<file path="src/hse_pkg.sv">
// Shared types, constants and saturation helper for the Hermite slope estimator.
`timescale 1ns / 1ps
package hse_pkg;

  // Field widths fixed by the stream format.
  localparam int DATA_W  = 32;
  localparam int PNUM_W  = 16;
  // Width used for intermediate sums before saturation.
  localparam int WIDE_W  = 68;

  // Defaults for the top-level parameters.
  localparam int MAX_POINTS_DEF = 65536;
  localparam int FRAC_BITS_DEF  = 16;

  // Result selector codes for the output register.
  localparam logic [2:0] EM_SHORT_A = 3'd0;
  localparam logic [2:0] EM_SHORT_B = 3'd1;
  localparam logic [2:0] EM_FIRST   = 3'd2;
  localparam logic [2:0] EM_MID     = 3'd3;
  localparam logic [2:0] EM_LAST    = 3'd4;

  // Commands from the controller to the datapath.
  typedef struct packed {
    logic       take;
    logic       commit_k0;
    logic       commit_k1;
    logic       div_start;
    logic       div_weight;
    logic       mul_start;
    logic       save_dn;
    logic       save_w;
    logic       calc_mid;
    logic       calc_ends;
    logic       emit;
    logic [2:0] emit_sel;
  } hse_cmd_t;

  // Status from the datapath to the controller.
  typedef struct packed {
    logic k_zero;
    logic k_one;
    logic k_two;
    logic fin;
    logic unit_done;
    logic unit_busy;
    logic out_free;
  } hse_sts_t;

  // Saturates a wide signed value to 32 bits; the top bit of the result is the overflow flag.
  function automatic logic [DATA_W:0] sat32(input logic signed [WIDE_W-1:0] a);
    logic ovf;
    logic [DATA_W-1:0] val;
    ovf = !((&a[WIDE_W-1:DATA_W-1]) || !(|a[WIDE_W-1:DATA_W-1]));
    if (ovf) begin
      val = a[WIDE_W-1] ? {1'b1, {(DATA_W-1){1'b0}}} : {1'b0, {(DATA_W-1){1'b1}}};
    end else begin
      val = a[DATA_W-1:0];
    end
    return {ovf, val};
  endfunction

endpackage

</file>
<file path="src/hse_arith.sv">
// Shared iterative unit: fixed-point divide with saturation and shift-add multiply.
`timescale 1ns / 1ps
module hse_arith #(
  parameter int FRAC_BITS = hse_pkg::FRAC_BITS_DEF
) (
  input  logic                          clk,
  input  logic                          rst,
  input  logic                          div_start,
  input  logic                          mul_start,
  input  logic signed [32:0]            num,
  input  logic signed [33:0]            den,
  input  logic signed [31:0]            mul_a,
  input  logic signed [32:0]            mul_b,
  output logic                          busy,
  output logic                          done,
  output logic signed [31:0]            q,
  output logic                          q_err,
  output logic signed [65-FRAC_BITS:0]  t
);
  import hse_pkg::*;

  localparam int NMW = 33 + FRAC_BITS;
  localparam int DMW = 34;
  localparam int RW  = DMW + 1;
  localparam int CW  = $clog2(NMW + 1);
  localparam int TW  = 66 - FRAC_BITS;
  localparam int PW  = 65;

  logic            is_div;
  logic            neg;
  logic [CW-1:0]   cnt;
  logic [NMW-1:0]  quo;
  logic [RW-1:0]   rem;
  logic [DMW-1:0]  dmag;
  logic [31:0]     ma;
  logic [PW-1:0]   mb;
  logic [PW-1:0]   macc;

  logic [32:0]     nmag;
  logic [DMW-1:0]  den_mag;
  logic [RW-1:0]   rem_sh;
  logic            qbit;
  logic [RW-1:0]   rem_new;
  logic signed [NMW:0] qs;
  logic [DATA_W:0] qsat;
  logic [PW-1:0]   msh;

  // Operand magnitudes and one restoring-division step.
  always_comb begin
    nmag    = num[32] ? 33'(-num) : 33'(num);
    den_mag = den[33] ? DMW'(-den) : DMW'(den);
    rem_sh  = {rem[RW-2:0], quo[NMW-1]};
    qbit    = (rem_sh >= {1'b0, dmag});
    rem_new = qbit ? (rem_sh - {1'b0, dmag}) : rem_sh;
    qs      = neg ? -$signed({1'b0, quo}) : $signed({1'b0, quo});
    qsat    = sat32(WIDE_W'(qs));
    msh     = macc >> FRAC_BITS;
  end

  // Iteration control and result registers.
  always_ff @(posedge clk) begin
    if (rst) begin
      busy <= 1'b0;
      done <= 1'b0;
    end else begin
      done <= 1'b0;
      if (div_start) begin
        is_div <= 1'b1;
        neg    <= num[32] ^ den[33];
        if (den == '0) begin
          q     <= (num == '0) ? 32'sd0 :
                   (num[32] ? {1'b1, 31'd0} : {1'b0, {31{1'b1}}});
          q_err <= 1'b1;
          done  <= 1'b1;
        end else begin
          quo  <= {nmag, {FRAC_BITS{1'b0}}};
          rem  <= '0;
          dmag <= den_mag;
          cnt  <= CW'(NMW);
          busy <= 1'b1;
        end
      end else if (mul_start) begin
        is_div <= 1'b0;
        neg    <= mul_a[31] ^ mul_b[32];
        ma     <= mul_a[31] ? 32'(-mul_a) : 32'(mul_a);
        mb     <= PW'(mul_b[32] ? 33'(-mul_b) : 33'(mul_b));
        macc   <= '0;
        cnt    <= CW'(32);
        busy   <= 1'b1;
      end else if (busy) begin
        if (cnt != '0) begin
          cnt <= cnt - 1'b1;
          if (is_div) begin
            rem <= rem_new;
            quo <= {quo[NMW-2:0], qbit};
          end else begin
            if (ma[0]) begin
              macc <= macc + mb;
            end
            mb <= mb << 1;
            ma <= ma >> 1;
          end
        end else begin
          busy <= 1'b0;
          done <= 1'b1;
          if (is_div) begin
            q     <= qsat[DATA_W-1:0];
            q_err <= qsat[DATA_W];
          end else begin
            t <= neg ? -$signed({1'b0, msh[TW-2:0]}) : $signed({1'b0, msh[TW-2:0]});
          end
        end
      end
    end
  end

endmodule

</file>
<file path="src/hse_dp.sv">
// Datapath: point history, arithmetic unit, slope combination and output register.
`timescale 1ns / 1ps
module hse_dp #(
  parameter int FRAC_BITS  = hse_pkg::FRAC_BITS_DEF,
  parameter int MAX_POINTS = hse_pkg::MAX_POINTS_DEF
) (
  input  logic                          clk,
  input  logic                          rst,
  input  logic signed [31:0]            in_x,
  input  logic signed [31:0]            in_v,
  input  logic                          in_fin,
  input  hse_pkg::hse_cmd_t             cmd,
  output hse_pkg::hse_sts_t             sts,
  input  logic                          out_ready,
  output logic                          out_valid,
  output logic signed [31:0]            out_slope,
  output logic [hse_pkg::PNUM_W-1:0]    out_pnum,
  output logic                          out_end,
  output logic                          out_err
);
  import hse_pkg::*;

  localparam int TW = 66 - FRAC_BITS;

  // Current item.
  logic signed [31:0]  cur_x;
  logic signed [31:0]  cur_v;
  logic                cur_fin;
  logic [PNUM_W-1:0]   cur_k;

  // Sequence history.
  logic signed [31:0]  older_x;
  logic signed [31:0]  newer_x;
  logic signed [31:0]  newer_value;
  logic signed [31:0]  prev_sec;
  logic [PNUM_W-1:0]   points_seen;
  logic                sticky;

  // Per-point intermediates.
  logic signed [31:0]  d_next;
  logic signed [31:0]  w;
  logic signed [31:0]  mid;
  logic signed [31:0]  first_s;
  logic signed [31:0]  last_s;
  logic                step_err;
  logic                run_err;

  logic signed [32:0]  sec_num;
  logic signed [33:0]  sec_den;
  logic signed [32:0]  hp;
  logic signed [32:0]  hn;
  logic signed [33:0]  hsum;
  logic signed [32:0]  dif;
  logic signed [32:0]  a_num;
  logic signed [33:0]  a_den;
  logic                a_busy;
  logic                a_done;
  logic signed [31:0]  a_q;
  logic                a_qerr;
  logic signed [TW-1:0] a_t;
  logic [DATA_W:0]     mid_sat;
  logic [DATA_W:0]     first_sat;
  logic [DATA_W:0]     last_sat;
  logic                ends_err;
  logic                fin_eff;

  // Operand selection for the shared unit.
  always_comb begin
    sec_num = 33'(cur_v) - 33'(newer_value);
    hn      = 33'(cur_x) - 33'(newer_x);
    hp      = 33'(newer_x) - 33'(older_x);
    sec_den = 34'(hn);
    hsum    = 34'(hp) + 34'(hn);
    dif     = 33'(prev_sec) - 33'(d_next);
    a_num   = cmd.div_weight ? hp : sec_num;
    a_den   = cmd.div_weight ? hsum : sec_den;
    fin_eff = in_fin || ({1'b0, points_seen} >= 17'(MAX_POINTS - 1));
  end

  hse_arith #(
    .FRAC_BITS(FRAC_BITS)
  ) u_arith (
    .clk      (clk),
    .rst      (rst),
    .div_start(cmd.div_start),
    .mul_start(cmd.mul_start),
    .num      (a_num),
    .den      (a_den),
    .mul_a    (w),
    .mul_b    (dif),
    .busy     (a_busy),
    .done     (a_done),
    .q        (a_q),
    .q_err    (a_qerr),
    .t        (a_t)
  );

  // Slope combination and end extrapolation.
  always_comb begin
    mid_sat   = sat32(WIDE_W'(d_next) + WIDE_W'(a_t));
    first_sat = sat32(WIDE_W'(prev_sec) + WIDE_W'(prev_sec) - WIDE_W'(mid));
    last_sat  = sat32(WIDE_W'(d_next) + WIDE_W'(d_next) - WIDE_W'(mid));
    ends_err  = step_err || (sts.k_two && first_sat[DATA_W]) ||
                (cur_fin && last_sat[DATA_W]);
  end

  // Status back to the controller.
  always_comb begin
    sts.k_zero    = (cur_k == '0);
    sts.k_one     = (cur_k == PNUM_W'(1));
    sts.k_two     = (cur_k == PNUM_W'(2));
    sts.fin       = cur_fin;
    sts.unit_done = a_done;
    sts.unit_busy = a_busy;
    sts.out_free  = !out_valid || out_ready;
  end

  // Item capture and intermediates.
  always_ff @(posedge clk) begin
    if (cmd.take) begin
      cur_x   <= in_x;
      cur_v   <= in_v;
      cur_fin <= fin_eff;
      cur_k   <= points_seen;
    end
    if (cmd.save_dn) begin
      d_next   <= a_q;
      step_err <= a_qerr;
    end
    if (cmd.save_w) begin
      w        <= a_q;
      step_err <= step_err || a_qerr;
    end
    if (cmd.calc_mid) begin
      mid      <= mid_sat[DATA_W-1:0];
      step_err <= step_err || mid_sat[DATA_W];
    end
    if (cmd.calc_ends) begin
      first_s <= first_sat[DATA_W-1:0];
      last_s  <= last_sat[DATA_W-1:0];
      run_err <= sticky || ends_err;
    end
  end

  // Sequence history updates.
  always_ff @(posedge clk) begin
    if (rst) begin
      points_seen <= '0;
      sticky      <= 1'b0;
    end else if (cmd.commit_k0) begin
      newer_x     <= cur_x;
      newer_value <= cur_v;
      points_seen <= cur_fin ? '0 : PNUM_W'(1);
      if (cur_fin) begin
        sticky <= 1'b0;
      end
    end else if (cmd.commit_k1) begin
      prev_sec    <= a_q;
      older_x     <= newer_x;
      newer_x     <= cur_x;
      newer_value <= cur_v;
      points_seen <= cur_fin ? '0 : PNUM_W'(2);
      sticky      <= cur_fin ? 1'b0 : (sticky || a_qerr);
    end else if (cmd.calc_ends) begin
      prev_sec    <= d_next;
      older_x     <= newer_x;
      newer_x     <= cur_x;
      newer_value <= cur_v;
      points_seen <= cur_fin ? '0 : cur_k + 1'b1;
      sticky      <= cur_fin ? 1'b0 : (sticky || ends_err);
    end
  end

  // Output register.
  always_ff @(posedge clk) begin
    if (rst) begin
      out_valid <= 1'b0;
    end else if (cmd.emit) begin
      out_valid <= 1'b1;
    end else if (out_ready) begin
      out_valid <= 1'b0;
    end
  end

  always_ff @(posedge clk) begin
    if (cmd.emit) begin
      case (cmd.emit_sel)
        EM_SHORT_A: begin
          out_slope <= '0;
          out_pnum  <= '0;
          out_end   <= sts.k_zero;
          out_err   <= 1'b1;
        end
        EM_SHORT_B: begin
          out_slope <= '0;
          out_pnum  <= PNUM_W'(1);
          out_end   <= 1'b1;
          out_err   <= 1'b1;
        end
        EM_FIRST: begin
          out_slope <= first_s;
          out_pnum  <= '0;
          out_end   <= 1'b0;
          out_err   <= run_err;
        end
        EM_MID: begin
          out_slope <= mid;
          out_pnum  <= cur_k - 1'b1;
          out_end   <= 1'b0;
          out_err   <= run_err;
        end
        EM_LAST: begin
          out_slope <= last_s;
          out_pnum  <= cur_k;
          out_end   <= 1'b1;
          out_err   <= run_err;
        end
        default: begin
          out_slope <= '0;
          out_pnum  <= '0;
          out_end   <= 1'b0;
          out_err   <= 1'b1;
        end
      endcase
    end
  end

endmodule

</file>
<file path="src/hse_ctrl.sv">
// Controller state machine that sequences the datapath for each point.
`timescale 1ns / 1ps
module hse_ctrl (
  input  logic              clk,
  input  logic              rst,
  input  logic              in_valid,
  output logic              in_ready,
  input  hse_pkg::hse_sts_t sts,
  output hse_pkg::hse_cmd_t cmd
);
  import hse_pkg::*;

  localparam logic [3:0] S_IDLE     = 4'd0;
  localparam logic [3:0] S_DECIDE   = 4'd1;
  localparam logic [3:0] S_WAIT_SEC = 4'd2;
  localparam logic [3:0] S_EM_SA    = 4'd3;
  localparam logic [3:0] S_EM_SB    = 4'd4;
  localparam logic [3:0] S_WAIT_DN  = 4'd5;
  localparam logic [3:0] S_DIV_W    = 4'd6;
  localparam logic [3:0] S_WAIT_W   = 4'd7;
  localparam logic [3:0] S_MUL      = 4'd8;
  localparam logic [3:0] S_WAIT_MUL = 4'd9;
  localparam logic [3:0] S_CALC     = 4'd10;
  localparam logic [3:0] S_EM_FIRST = 4'd11;
  localparam logic [3:0] S_EM_MID   = 4'd12;
  localparam logic [3:0] S_EM_LAST  = 4'd13;

  logic [3:0] state;
  logic [3:0] state_next;

  // Next state and command decode.
  always_comb begin
    state_next = state;
    cmd        = '0;
    in_ready   = 1'b0;
    case (state)
      S_IDLE: begin
        in_ready = 1'b1;
        if (in_valid) begin
          cmd.take   = 1'b1;
          state_next = S_DECIDE;
        end
      end
      S_DECIDE: begin
        if (sts.k_zero) begin
          cmd.commit_k0 = 1'b1;
          state_next    = sts.fin ? S_EM_SA : S_IDLE;
        end else begin
          cmd.div_start = 1'b1;
          state_next    = sts.k_one ? S_WAIT_SEC : S_WAIT_DN;
        end
      end
      S_WAIT_SEC: begin
        if (sts.unit_done) begin
          cmd.commit_k1 = 1'b1;
          state_next    = sts.fin ? S_EM_SA : S_IDLE;
        end
      end
      S_EM_SA: begin
        if (sts.out_free) begin
          cmd.emit     = 1'b1;
          cmd.emit_sel = EM_SHORT_A;
          state_next   = sts.k_zero ? S_IDLE : S_EM_SB;
        end
      end
      S_EM_SB: begin
        if (sts.out_free) begin
          cmd.emit     = 1'b1;
          cmd.emit_sel = EM_SHORT_B;
          state_next   = S_IDLE;
        end
      end
      S_WAIT_DN: begin
        if (sts.unit_done) begin
          cmd.save_dn = 1'b1;
          state_next  = S_DIV_W;
        end
      end
      S_DIV_W: begin
        cmd.div_start  = 1'b1;
        cmd.div_weight = 1'b1;
        state_next     = S_WAIT_W;
      end
      S_WAIT_W: begin
        if (sts.unit_done) begin
          cmd.save_w = 1'b1;
          state_next = S_MUL;
        end
      end
      S_MUL: begin
        cmd.mul_start = 1'b1;
        state_next    = S_WAIT_MUL;
      end
      S_WAIT_MUL: begin
        if (sts.unit_done) begin
          cmd.calc_mid = 1'b1;
          state_next   = S_CALC;
        end
      end
      S_CALC: begin
        cmd.calc_ends = 1'b1;
        state_next    = sts.k_two ? S_EM_FIRST : S_EM_MID;
      end
      S_EM_FIRST: begin
        if (sts.out_free) begin
          cmd.emit     = 1'b1;
          cmd.emit_sel = EM_FIRST;
          state_next   = S_EM_MID;
        end
      end
      S_EM_MID: begin
        if (sts.out_free) begin
          cmd.emit     = 1'b1;
          cmd.emit_sel = EM_MID;
          state_next   = sts.fin ? S_EM_LAST : S_IDLE;
        end
      end
      S_EM_LAST: begin
        if (sts.out_free) begin
          cmd.emit     = 1'b1;
          cmd.emit_sel = EM_LAST;
          state_next   = S_IDLE;
        end
      end
      default: begin
        state_next = S_IDLE;
      end
    endcase
  end

  // State register.
  always_ff @(posedge clk) begin
    if (rst) begin
      state <= S_IDLE;
    end else begin
      state <= state_next;
    end
  end

endmodule

</file>
<file path="src/hermite_slope_estimator.sv">
// Top level of the three-point Hermite slope estimator.
//
//  Channel  Direction  Signals                          Contents
//  s_*      in         s_tvalid s_tready s_tdata s_tlast grid point, last-point mark
//  m_*      out        m_tvalid m_tready m_tdata m_tlast slope, index, end mark,
//                      m_tuser                           error flag
//
// One point is taken at a time. Point 0 is stored; point 1 also needs one secant
// division on the shared iterative unit. A later point needs two divisions and one
// 32-step multiply on the shared iterative unit, then up to three result transfers
// through one output register.
// Reset clears the sequence position and the error flag; no clearing pass is needed.
// A stalled output holds the controller until each result transfer completes.
`timescale 1ns / 1ps
module hermite_slope_estimator #(
  parameter int MAX_POINTS    = hse_pkg::MAX_POINTS_DEF,
  parameter int FRACTION_BITS = hse_pkg::FRAC_BITS_DEF
) (
  input  logic        clk,
  input  logic        rst,
  input  logic        s_tvalid,
  output logic        s_tready,
  input  logic [63:0] s_tdata,   // grid_x [31:0], grid_value [63:32]
  input  logic        s_tlast,
  output logic        m_tvalid,
  input  logic        m_tready,
  output logic [47:0] m_tdata,   // slope [31:0], point_number [47:32]
  output logic        m_tlast,
  output logic [0:0]  m_tuser    // math_error [0]
);
  import hse_pkg::*;

  hse_cmd_t           cmd;
  hse_sts_t           sts;
  logic signed [31:0] slope;
  logic [PNUM_W-1:0]  point_number;
  logic               math_error;

  hse_ctrl u_ctrl (
    .clk     (clk),
    .rst     (rst),
    .in_valid(s_tvalid),
    .in_ready(s_tready),
    .sts     (sts),
    .cmd     (cmd)
  );

  hse_dp #(
    .FRAC_BITS (FRACTION_BITS),
    .MAX_POINTS(MAX_POINTS)
  ) u_dp (
    .clk      (clk),
    .rst      (rst),
    .in_x     (s_tdata[31:0]),
    .in_v     (s_tdata[63:32]),
    .in_fin   (s_tlast),
    .cmd      (cmd),
    .sts      (sts),
    .out_ready(m_tready),
    .out_valid(m_tvalid),
    .out_slope(slope),
    .out_pnum (point_number),
    .out_end  (m_tlast),
    .out_err  (math_error)
  );

  assign m_tdata = {point_number, slope};
  assign m_tuser = math_error;

`ifndef ASSERT_OFF
  // No point is taken while the arithmetic unit is still working.
  a_take_idle: assert property (@(posedge clk) disable iff (rst)
    s_tready |-> !sts.unit_busy)
    else $error("point taken while arithmetic unit busy");

  // The unit is never restarted in the middle of an operation.
  a_start_idle: assert property (@(posedge clk) disable iff (rst)
    (cmd.div_start || cmd.mul_start) |-> !sts.unit_busy)
    else $error("arithmetic unit restarted while busy");

  // A result is loaded only into a free output register.
  a_emit_free: assert property (@(posedge clk) disable iff (rst)
    cmd.emit |-> sts.out_free)
    else $error("result overwrote a pending transfer");
`endif

endmodule
</file>
<file path="config.mk">
export PLATFORM = sky130hd
export DESIGN_NAME = hermite_slope_estimator
export DESIGN_NICKNAME = d
export VERILOG_FILES = /design/src/hse_pkg.sv /design/src/hse_arith.sv /design/src/hse_dp.sv /design/src/hse_ctrl.sv /design/src/hermite_slope_estimator.sv
export SDC_FILE = /design/constraint.sdc
export NUM_CORES = 2
export LEC_CHECK = 0
export ABC_AREA = 1
export BUFFER_PORTS_ARGS = -buffer_cell sky130_fd_sc_hd__buf_2
export CORE_MARGIN = 5
export CORE_UTILIZATION = 60
export DETAILED_ROUTE_END_ITERATION = 7
export MAX_ROUTING_LAYER = met4
export PLACE_DENSITY = 0.77
export SLEW_MARGIN = 15
export SYNTH_ARGS = -nofsm -noshare
export SYNTH_HDL_FRONTEND = slang
export SYNTH_SLANG_ARGS = --single-unit
</file>
<file path="constraint.sdc">
create_clock -name clk -period 16.1 [get_ports clk]
set_input_delay 1.61 -clock clk [delete_from_list [all_inputs] [get_ports clk]]
set_output_delay 1.61 -clock clk [all_outputs]
set_load 0.01 [all_outputs]
</file>
### Word-level counts from Yosys, hierarchy flattened

Cells that the tools add are included.
W data, S select, Z words.

| storage, ports and cells | value |
|---|---|
| register bits | 815 |
| input port bits | 69 |
| output and inout bits | 52 |
| word-level logic and storage cells | 310 |

| cells by class | value |
|---|---|
| add/subtract/negate cells | 21 |
| order comparisons | 2 |
| eq/ne operators | 34 |
| mux-type cells | 140 |
| bitwise operators | 9 |
| reduce and logical (&&, ||, !) cells | 65 |

Operator list:

| operator | number |
|---|---|
| $mux W32 | 31 |
| $mux W65 | 9 |
| $mux W49 | 7 |
| $mux W34 | 8 |
| $sub A32 B32 Y33 | 4 |
| $reduce_and A37 Y1 | 3 |
| $reduce_or A37 Y1 | 3 |
| $neg A49 Y50 | 2 |
| $mux W33 | 3 |
| $pmux W32 S3 | 1 |
| $sub A33 B32 Y34 | 2 |
| $add A32 B32 Y33 | 2 |
| $neg A33 Y33 | 2 |
| $add A65 B65 Y65 | 1 |
| $mux W16 | 4 |
| $mux W4 | 16 |
| $pmux W4 S13 | 1 |
| $add A32 B50 Y51 | 1 |
| $mux W50 | 1 |
| $pmux W16 S3 | 1 |
| $mux W1 | 45 |
| $ge A35 B34 Y1 | 1 |
| $add A33 B33 Y34 | 1 |
| $logic_not A34 Y1 | 1 |
| 45 further kinds | 121 |

### Logic depth before layout (Yosys ltp)

| logic depth | value |
|---|---|
| word-level depth | 14 |
| gate-level depth with buffers | 35 |
| gate-level depth less buffers | 35 |

### By module

A second synthesis with hierarchy kept.

| second synthesis, totals | value |
|---|---|
| cells, all modules | 7,534 |
| area total of the unflattened synthesis | 59,414.5 sq um |

By module, submodules not included:

| module | times used | cells each | area each (sq um) |
|---|---|---|---|
| hse_dp | 1 | 4,097 | 32,567.5 |
| hse_arith | 1 | 3,331 | 26,316.5 |
| hse_ctrl | 1 | 106 | 530.5 |

### Worst setup path after synthesis

Ideal clock, no wire load.

| timing path | value |
|---|---|
| path kind | input to register |
| from | input rst |
| to | register u_dp.u_arith.macc[0] (enable) |
| library setup time | 0.428 ns |
| arrival | 11.366 ns |
| slack | 4.306 ns |
| stages on the path | 5 |
| path through | clkbuf_1 nor2_1 nand2_1 a221oi_1 o21a_1 |

| on the way | value |
|---|---|
| cells in the longest elaborated chain, start to end | 2 |

RTL lines:

| what | RTL line | source |
|---|---|---|
| start, declared | hermite_slope_estimator.sv:20 | `input logic rst,` |
| $not A1 Y1 (no line) | n/a |  |
| $reduce_and A6 Y1 (no line) | n/a |  |
| end signal, assigned | hse_arith.sv:98 | `macc <= macc + mb;` |
| end, declared | hse_arith.sv:37 | `logic [PW-1:0] macc;` |

Every way passes these cells.
A chain may end at the register's enable or synchronous reset.

### Final worst setup path

| timing path | value |
|---|---|
| from | register u_dp.newer_x[18] |
| to | register u_dp.u_arith.quo[41] (enable) |

| on the way | value |
|---|---|
| cells in the longest elaborated chain, start to end | 6 |
| elaborated cells on any way between the ends | 7 |
| those cells by class | add/sub (3); eq/ne (1); mux (1); reduce/logical (2) |

RTL lines:

| what | RTL line | source |
|---|---|---|
| start, declared | hse_dp.sv:33 | `logic signed [31:0] newer_x;` |
| start signal, assigned | hse_dp.sv:151 | `newer_x <= cur_x;` |
| start signal, assigned | hse_dp.sv:160 | `newer_x <= cur_x;` |
| start signal, assigned | hse_dp.sv:167 | `newer_x <= cur_x;` |
| $sub A32 B32 Y33 (on tied branches) | hse_dp.sv:71, hse_dp.sv:70 |  |
| $add A33 B33 Y34 | hse_dp.sv:73 | `hsum = 34'(hp) + 34'(hn);` |
| $mux W34 (*) | hse_dp.sv:76 | `a_den = cmd.div_weight ? hsum : sec_den;` |
| $logic_not A34 Y1 (*) | hse_arith.sv:70 | `if (den == '0) begin` |
| $ne A2 B2 Y1 (no line) (*) | n/a |  |
| $reduce_and A6 Y1 (no line) (*) | n/a |  |
| end signal, assigned | hse_arith.sv:76 | `quo <= {nmag, {FRAC_BITS{1'b0}}};` |
| end signal, assigned | hse_arith.sv:95 | `quo <= {quo[NMW-2:0], qbit};` |
| end, declared | hse_arith.sv:32 | `logic [NMW-1:0] quo;` |

Mark *: on every way between the ends. The rest lies on a longest branch, timed or not.

==> impl_metrics.tcl <==
set metrics [dict create \
    status "completed" \
    portBuffers 120 \
    report.final.slew_viol_count 0 \
    wirelength_um 186000 \
    synth_area_sq_um 60400 \
    tns_ns 0 \
    relSlewSlack 0.221 \
    synth-seq-cells 815 \
    gp_congestion 1.09 \
    clk_pin_slew_ns 0.06 \
    cpMaxStageDelayCell "buf_4" \
    core_sq_um 100000 \
    syn_inst 7726 \
    fin_util 0.655 \
    drv_cap 0 \
    clock_sinks 815 \
    hp-class "flip-flop to flip-flop" \
    slowest_delay_ns 0.86 \
    post-route-period-util 0.393 \
    multi_input_area_sq_um 31400 \
    htree_levels 3 \
    grt_usage 0.349 \
    holdBufCountCts 0 \
    layout_min_cycle_time_ns 6.33 \
    area.growth.synth_to_final_pct 8.37 \
    crit_buf_inv 5 \
    grt-ovfl-total 0 \
    routed_via_density 5.81 \
    fin_nets 8297 \
    ys_warn_count 0 \
    leakagePower_nw 28.9 \
    drtAntennaViolNets 0 \
    power.density_nw_per_um2 116 \
    seqCellArea_sq_um 24200 \
    synth_edf_count 791 \
    drive_above_1_share 0.0734 \
    first_pass_iters 6 \
    die_height_um 327 \
    ys.flop_type "edfxtp_1" \
    async_flop_share 0 \
    cts_tree "done" \
    rows 116 \
    post_cts_buffers 0 \
    finalNonFillerCells 9209 \
    yosys.cell_types.count 77 \
    mappedNetlistNets 8190 \
    final_cell_mix "nand2_1 (1964), inv_1 (1063), edfxtp_1 (791), nor2_1 (646), a21oi_1 (551)" \
    die_w_um 327 \
    grt_pass1_wl_um 286000 \
    crit_arrival_ns 6.61 \
    numCtsBuffers 91 \
    die-area_sq_um 107000 \
    avgSynthCellArea_sq_um 7.82 \
    hold_viol_final 0 \
    dp_hpwl_um 147000 \
    antenna_found_initial 3 \
    crit_top_cell "nand2_1" \
    pin_count 121 \
    dp_cells 9038 \
    synth_top_area_cell "edfxtp_1" \
    worst_setup_path_end_kind "flip-flop" \
    worstPathMaxFanout 83 \
    num_vias 53500 \
    clockBufferDepth 3 \
    ir_worst_vdd_uv 103 \
    first_global_vias 51900 \
    drt_iter0_markers 4807 \
    drc 0 \
    final_common_cell "nand2_1" \
    post_cts_resized 0 \
    initial_utilization 0.604 \
    fmax_mhz 158 \
    required_ns 16.38 \
    fill_cells 8563 \
    finalSetupViolCount 0 \
    synth-seq-area-share 0.401 \
    cpLargestDelayFamily "simple AND/OR/NAND/NOR gates" \
    cp-start-kind "flip-flop" \
    grt_max_degree 100 \
    clk_latency_ns 0.69 \
    skew_ns 0.0489 \
    worst_pin_slew_ns 1.17 \
    synth_area_leaders "edfxtp_1 (39%), nand2_1 (12%), ha_1 (8.0%)" \
    rsz0062_at_grt "false" \
    netlist.area_leader.share 0.393 \
    rrSetupSlack_ns 9.77 \
    crit_type "flip-flop to flip-flop" \
    wl_per_cell_um 20.2 \
    ctsRootBufferMaster "clkbuf_16" \
]
-- per-layer routing --
metal	wire length, um	vias up	global-route usage
met5	0	-	-
met4	14500	0	0.220
met3	12600	551	0.0425
met2	87000	2073	0.574
met1	71700	24700	0.410
li1	-	26100	-
-- synth_stat cells, drive strengths merged, types with 5 or more instances --
cell type and number:
fa 10, nor4 31, a211oi 6, nand4 126
and3 10, nor3b 5, a21boi 26, buf 54
or2 26, nor2 705, nand3b 32, o221ai 11
o31ai 12, nor3 114, nand3 312, a21o 26
and2 5, dfxtp 24, o22ai 12, o21a 49
o21bai 18, a21oi 565, nand2 2024, inv 1116
o211ai 48, o311ai 5, xor2 251, o21ai 560
ha 385, clkbuf 86, xnor2 158, clkinv 8
a31oi 81, edfxtp 791, a221oi 13
-- state kept, by name, indices dropped and copies added, names as in the netlist, 16 cells and up --
| register | cells |
|---|---|
| u_dp.w | 32 |
| u_dp.mid | 32 |
| u_dp.u_arith.quo | 49 |
| u_dp.prev_sec | 32 |
| u_dp.u_arith.q | 32 |
| u_dp.u_arith.ma | 32 |
| u_dp.u_arith.dmag | 34 |
| u_dp.u_arith.t | 50 |
| u_dp.d_next | 32 |
| u_dp.last_s | 32 |
| u_dp.out_pnum | 16 |
| u_dp.u_arith.mb | 65 |
| u_dp.first_s | 32 |
| u_dp.cur_x | 32 |
| u_dp.out_slope | 32 |
| u_dp.newer_value | 32 |
| u_dp.cur_v | 32 |
| u_dp.cur_k | 16 |
| u_dp.older_x | 32 |
| u_dp.points_seen | 16 |
| u_dp.newer_x | 32 |
| u_dp.u_arith.macc | 65 |
| u_dp.u_arith.rem | 34 |
-- cell type report --
type	instances	share of cell area
Antenna cell	4	0.000153
Clock buffer	108	0.0370
Clock inverter	59	0.0107
Inverter	1124	0.0645
Multi-Input combinational cell	5647	0.480
Sequential cell	815	0.370
Tap cell	1298	0.0248
Timing Repair Buffer	154	0.0131
-- path summary, 6_finish.rpt --
| check | startpoint | endpoint | cells after the start |
|---|---|---|---|
| worst min-delay path | u_dp.cur_x[2] | u_dp.newer_x[2] | 0 |
| worst max-delay path | u_dp.newer_x[18] | u_dp.u_arith.quo[41] | 26 |
| worst max register to register | u_dp.newer_x[18] | u_dp.u_arith.quo[41] | 26 |
| worst min register to register | u_dp.cur_x[2] | u_dp.newer_x[2] | 0 |
-- power by group --
group          internal (mW)  total [mW]  switching, mW
clock                   1.29        2.19          0.898
sequential              2.70        2.84          0.139
combinational          0.817        2.56           1.74
-- logic make-up (layout without fill, tap and decap cells) --
| group | Yosys count | count (layout) | synth area share |
|---|---|---|---|
| and+or+nand+nor | 3393 | 3393 | 0.240 |
| AOI/OAI and AO/OA | 1450 | 1450 | 0.136 |
| buffers and inverters | 1264 | 1445 | 0.0808 |
| DFF | 815 | 815 | 0.401 |
| xor gates and xnor gates | 409 | 409 | 0.0594 |
| adders and majority gates | 395 | 395 | 0.0831 |
| other | 0 | 4 | 0 |
-- stage by stage --
step	power, mW	instance area [sq um]	hold slack [ns]	setup slack (ns)
6_report	7.59	65500	0.451	9.77
5_1_grt	8.02	65400	0.457	9.41
4_1_cts	7.58	65400	0.453	9.85
3_5_place_dp	5.39	62300	0.438	9.84
3_3_place_gp	5.34	62300	0.431	9.84
2_1_floorplan	4.72	60400	0.426	4.31
No activity file was read; power rests on OpenSTA's default activity.
